--- src/design/gwv_pkg.sv ---
// ----------------------------------------------------------------------------
// gwv_pkg: shared types and constants for the geodesic window validity check
// Q16.16 widths, saturation helpers and the square root pipeline state.
// ----------------------------------------------------------------------------
`default_nettype none

package gwv_pkg;

  localparam int VW        = 32;   // value width, signed Q16.16
  localparam int SW        = 35;   // width for exact sums before saturation
  localparam int FRAC_BITS = 16;
  localparam int PROP_W    = 17;   // Q1.16 proportion, 65536 means one
  localparam int DIST_W    = 31;   // unsigned distances
  localparam int PROD_W    = PROP_W + DIST_W;
  localparam int RAD_W     = 2 * VW;
  localparam int SQ_STAGES = 8;    // root pipeline stages
  localparam int SQ_STEPS  = VW / SQ_STAGES;  // root bits per stage
  localparam int LIMIT_RST = 10000 << FRAC_BITS;

  typedef struct packed {
    logic [VW+1:0]    rem;   // partial remainder
    logic [VW-1:0]    q;     // partial root
    logic [RAD_W-1:0] rad;   // radicand bits not yet consumed, top first
  } sq_state_t;

  typedef struct packed {
    logic [1:0]              flags;
    logic [DIST_W-1:0]       root;
    logic [DIST_W-1:0]       dl;
    logic [DIST_W-1:0]       dr;
    logic [DIST_W-1:0]       dop;
    logic signed [VW-1:0]    pos_l;
    logic signed [VW-1:0]    pos_r;
    logic signed [VW-1:0]    rest_l;
    logic signed [VW-1:0]    xv;
    logic signed [VW-1:0]    yv;
  } side_t;

  function automatic logic signed [VW-1:0] sat_v(input logic signed [SW-1:0] v);
    logic signed [SW-1:0] mx;
    logic signed [SW-1:0] mn;
    mx = SW'(signed'({1'b0, {(VW-1){1'b1}}}));
    mn = -mx - SW'(signed'(2'sb01));
    if (v > mx) return {1'b0, {(VW-1){1'b1}}};
    else if (v < mn) return {1'b1, {(VW-1){1'b0}}};
    else return v[VW-1:0];
  endfunction

  function automatic logic signed [SW-1:0] s_ext(input logic signed [VW-1:0] v);
    return {{(SW-VW){v[VW-1]}}, v};
  endfunction

  function automatic logic signed [SW-1:0] u_ext(input logic [DIST_W-1:0] v);
    return {{(SW-DIST_W){1'b0}}, v};
  endfunction

  function automatic logic [VW-1:0] mag(input logic signed [VW-1:0] v);
    return v[VW-1] ? VW'(-v) : VW'(v);
  endfunction

endpackage

`default_nettype wire

--- src/design/gwv_sqrt.sv ---
// ----------------------------------------------------------------------------
// gwv_sqrt: pipelined floor square root
// Digit-by-digit restoring root, four result bits per stage, per-stage enable.
// ----------------------------------------------------------------------------
`default_nettype none

module gwv_sqrt (
  input  wire logic                        clk,
  input  wire logic [gwv_pkg::SQ_STAGES-1:0] en,
  input  wire logic [gwv_pkg::RAD_W-1:0]   rad_in,
  output logic      [gwv_pkg::VW-1:0]      root_out
);

  gwv_pkg::sq_state_t st [gwv_pkg::SQ_STAGES];
  gwv_pkg::sq_state_t st_in [gwv_pkg::SQ_STAGES];
  gwv_pkg::sq_state_t st_next [gwv_pkg::SQ_STAGES];

  function automatic gwv_pkg::sq_state_t sq_step(input gwv_pkg::sq_state_t s);
    gwv_pkg::sq_state_t o;
    logic [gwv_pkg::VW+2:0] r;
    logic [gwv_pkg::VW+2:0] t;
    r = {s.rem[gwv_pkg::VW:0], s.rad[gwv_pkg::RAD_W-1 -: 2]};
    t = {1'b0, s.q, 2'b01};
    o.rad = {s.rad[gwv_pkg::RAD_W-3:0], 2'b00};
    if (r >= t) begin
      o.rem = (gwv_pkg::VW+2)'(r - t);
      o.q   = {s.q[gwv_pkg::VW-2:0], 1'b1};
    end else begin
      o.rem = (gwv_pkg::VW+2)'(r);
      o.q   = {s.q[gwv_pkg::VW-2:0], 1'b0};
    end
    return o;
  endfunction

  for (genvar k = 0; k < gwv_pkg::SQ_STAGES; k++) begin : g_st
    if (k == 0) begin : g_first
      always_comb begin
        st_in[k].rem = '0;
        st_in[k].q   = '0;
        st_in[k].rad = rad_in;
      end
    end else begin : g_rest
      assign st_in[k] = st[k-1];
    end

    always_comb begin
      st_next[k] = st_in[k];
      for (int j = 0; j < gwv_pkg::SQ_STEPS; j++) begin
        st_next[k] = sq_step(st_next[k]);
      end
    end

    always_ff @(posedge clk) begin
      if (en[k]) begin
        st[k] <= st_next[k];
      end
    end
  end

  assign root_out = st[gwv_pkg::SQ_STAGES-1].q;

endmodule

`default_nettype wire

--- config.mk ---
export PLATFORM = sky130hd
export DESIGN_NAME = gwv_sqrt
export DESIGN_NICKNAME = d
export VERILOG_FILES = /design/src/design/gwv_pkg.sv /design/src/design/gwv_sqrt.sv
export SDC_FILE = /design/constraint.sdc
export NUM_CORES = 2
export LEC_CHECK = 0
export BUFFER_PORTS_ARGS = -buffer_cell sky130_fd_sc_hd__buf_2
export CELL_PAD_IN_SITES_DETAIL_PLACEMENT = 1
export CELL_PAD_IN_SITES_GLOBAL_PLACEMENT = 2
export CORE_MARGIN = 3
export CORE_UTILIZATION = 37
export DETAILED_ROUTE_END_ITERATION = 10
export HOLD_SLACK_MARGIN = 0.06
export PLACE_DENSITY = 0.8
export SLEW_MARGIN = 10
export SYNTH_ARGS = -nofsm -noshare
export SYNTH_HDL_FRONTEND = slang
export SYNTH_SLANG_ARGS = --single-unit
--- constraint.sdc ---
create_clock -name clk -period 12.63 [get_ports clk]
set_clock_uncertainty 0.1 [all_clocks]
set_input_delay 0.6315 -clock clk [delete_from_list [all_inputs] [get_ports clk]]
set_output_delay 0.6315 -clock clk [all_outputs]
set_load 0.02 [all_outputs]
Word level (Yosys, flattened, before mapping)
Memories as Yosys holds them, arrays and structs flattened.
Index checks and enable logic that the tools add are counted.
{"block": "op_classes", "muxes": 48, "n_addsub": 32, "order_cmp": 32}
{"cell": "two-way mux 65 bit", "n": 24}
{"cell": ">= comparator 35 x 34 -> 1 bit", "n": 31}
{"cell": "subtractor 33 bit", "n": 23}
{"cell": "two-way mux 66 bit", "n": 8}
{"cell": "subtractor 34 bit", "n": 8}
{"cell": "two-way mux 1 bit", "n": 16}
{"cell": "subtractor 2 x 1 -> 3 bit (second input constant)", "n": 1}
{"cell": ">= comparator 2 x 1 -> 1 bit (second input constant)", "n": 1}
{"block": "word_totals", "mem_count": 1, "inputBits": 73, "mem_bits_rw": 976, "ff_bits": 0, "wordCells": 113, "out_inout_bits": 32}
{"name": "st", "words": 8, "width": 122, "read_ports": 8, "rd_clocked_by_memory_dff": 0, "write_ports": 8, "line": "gwv_sqrt.sv:14", "rtl": "gwv_pkg::sq_state_t st [gwv_pkg::SQ_STAGES];"}

Longest topological paths before layout
An unclocked memory read counts as a cell.
{"block": "logic_depth", "depth_word": 9, "depth_mapped": 66, "depth_no_buf": 62}

Worst setup path after synthesis
No wires, ideal clock.
{"block": "synth_timing", "path_kind": "reg2reg", "start": "memory st[1][107] (netlist bit)", "end": "memory st[1][221] (netlist bit) (data pin)", "required_time_ns": 12.270, "setup_ns": 0.260, "arrival_time_ns": 12.668, "path_slack_ns": -0.397, "period_less_slack_ns": 13.027, "path_buffers": 13, "stages_incl_launch_ff": 59, "cell_sequence": "edfxtp_1 > ha_1 > clkbuf_1 > nand2_1 > or3_1 > o31a_1 > and3_1 > nand3_1 > clkbuf_1 > clkbuf_1 > buf_1 > a21oi_1 > ha_1 > clkbuf_1 > and3_1 > and3_1 > a221oi_1 > nand3_1 > (+23 left out) > nand4b_1 > clkbuf_1 > clkbuf_1 > mux2_2 > ha_1 > and3_1 > and3_1 > nand4_1 > o21a_1 > a311oi_1 > a21oi_1 > o31ai_1 > a311oi_1 > and4_1 > clkbuf_1 > inv_1 > clkbuf_1 > mux2_2"}
{"item": "start: declaration", "line": "gwv_sqrt.sv:14"}

==> results_dict.tcl <==
set metrics [dict create \
    outcome "complete, no violations" \
    grt_setup_unrepaired "yes" \
    end_kind "flip-flop" \
    slowest_stage "or4_4" \
    layout_worst_path_cycle_share_pct 95.8 \
    drv_cap 0 \
    placed_cells 10300 \
    cpMostUsedCell "a21oi_1" \
    grtUsageTotal_pct 28.1 \
    post-route-drc-count 0 \
    design.portCount 105 \
    filler_cell_count 20600 \
    critPathMaxStageDelay_ps 590 \
    cp_max_fo 16 \
    crit_arrival_ps 12410 \
    ff_latch_area_sq_um 18000 \
    grt_pass1_vias 63300 \
    async_reset_ff_share_pct 0 \
    design_area_sq_um 73200 \
    antenna_found_initial 5 \
    drive_above_1_share_pct 12.0 \
    gp_congestion 0.968 \
    areaGrowthSynthToFinish_pct 14.3 \
    largest_reg_flops 599 \
    cts-root-buf "clkbuf_16" \
    synth_area_sq_um 64100 \
    routed_wl_um 260000 \
    final_cell_mix "711 x nand2_1, 701 x a21oi_1, 652 x nor2_1" \
    htreeDepth 3 \
    hold_viol 0 \
    start_util_pct 37.3 \
    start_kind "flip-flop" \
    layout_commonest_cell "nand2_1" \
    vias_per_cell 5.93 \
    dp_hpwl_um 213000 \
    cts_buffers 75 \
    finalCriticalPeriod_ps 12100 \
    ys_warn_count 0 \
    syn_inst 7766 \
    worstPathRequired_ps 12940 \
    wl_per_cell_um 24.8 \
    coreArea_sq_um 172000 \
    clkSlewWorstSetupHoldPaths_ps 60 \
    ys_ff_latch 599 \
    syn_area_per_cell_sq_um 8.25 \
    rows 152 \
    tightest_slew_ps 1090 \
    report.final.slew_viol_count 0 \
    max_freq_mhz 82.6 \
    worstHoldPathType "primary input to flip-flop" \
    cts_tree "yes" \
    synth_edf_count 599 \
    initialDrtViolationCount 4429 \
    relSlewSlack_pct 26.4 \
    die_h_um 422 \
    ys_seq_area_share_pct 28.1 \
    nets 8773 \
    multi_input_area_sq_um 44100 \
    portBuffers 104 \
    grt_pass1_wl_um 391000 \
    first_pass_iters 5 \
    grt_overflow 0 \
    ctsLongestPathBuffers 3 \
    die_area_sq_um 178000 \
    path_class "flip-flop to flip-flop" \
    grt_max_degree 64 \
    finalNonFillerCells 10500 \
    cts_sinks 599 \
    ant_nets 0 \
    die_w_um 422 \
    dpl_cell_area_sq_um 69300 \
    top_register "st" \
    vias 62300 \
    clock_latency_ps 730 \
    setup_violations 0 \
    largestRegisters "st (599)" \
    synth-main-ff-cell "edfxtp_1" \
    synthDistinctLibCells 102 \
]
[metal layers]
layer	GRT usage, %	vias up	wire length, um
li1	-	29700	-
met1	34.6	30900	111000
met2	49.9	1295	128000
met3	2.42	454	8480
met4	12.1	0	12800
met5	0	-	0
[path summary, 6_finish.rpt]
check,from,to,slack (ps),cells after the start
max reg2reg,st[0][307],st[0][482],530,52
min reg2reg,st[0][166],st[0][296],310,0
max,st[0][307],st[0][482],530,52
min,rad_in[32],st[0][32],110,1
[final cells by class]
type,count,share of cell area [%]
inverters,354,1.85
diodes,1,0.00342
repair buffers,588,6.10
well taps,2310,3.95
clock inverters,50,0.620
repair inverters,1,0.00683
clock buffers,86,2.71
multi-input cells,6521,60.2
flip-flops and latches,599,24.6
[critical path, delay by kind of cell, from the launching register on]
family                   cells  cell delay [ps]
flip-flops                   1              390
adder cells (fa/ha/maj)      4             1190
AO/OA/AOI/OAI               16             3100
buffers and inverters        6             1130
XOR/XNOR                     2              430
AND/OR/NAND/NOR             24             5410
[cells in the mapped netlist (all sizes together) (90+ instances only)]
cell type,count,area (sq um)
nand4,131,820
edfxtp,599,18000
nor2b,92,576
nor3,192,966
inv,351,1320
xnor2,447,3920
o21bai,90,676
a21o,321,2410
a21oi,721,3610
ha,560,7010
clkbuf,215,808
nand3,224,1120
or3,103,644
o21ai,501,2510
nor4,106,669
nor2,658,2490
xor2,263,2300
nand2b,97,607
nand2,718,2700
[cells by family after synthesis]
kind of cell               count (synthesis)  synth area share (%)
and+or+nand+nor                         2731                  21.2
other                                      1               0.00585
xor gates and xnor gates                 710                  9.70
adders and majority gates                560                  10.9
AOI/OAI and AO/OA                       2407                  24.2
muxes                                    109                  1.84
DFF                                      599                  28.1
buffers and inverters                    649                  4.09
[metrics by stage]
stage          util (%)  TNS [ps]  setup slack (ps)  hold WS [ps]
2_1_floorplan         -         0              36.6           300
3_3_place_gp       40.3         0              73.5           300
3_5_place_dp       40.3     -96.8             -87.5           305
4_1_cts            42.1         0              31.7          67.9
5_1_grt            42.6      -654              -116          63.3
6_report           42.6         0               530           106
[timing repair]
item	in CTS	in global routing
cloned	0	1
hold buffers	55	0
pin swaps	1	16
endpoints found under the setup margin	7	187
endpoints found under the hold margin	55	0
gates resized for setup	0	181
setup buffers	5	32
Power is not shown: default switching activity piles up to over one toggle a cycle in this logic, so the estimate is an artifact.
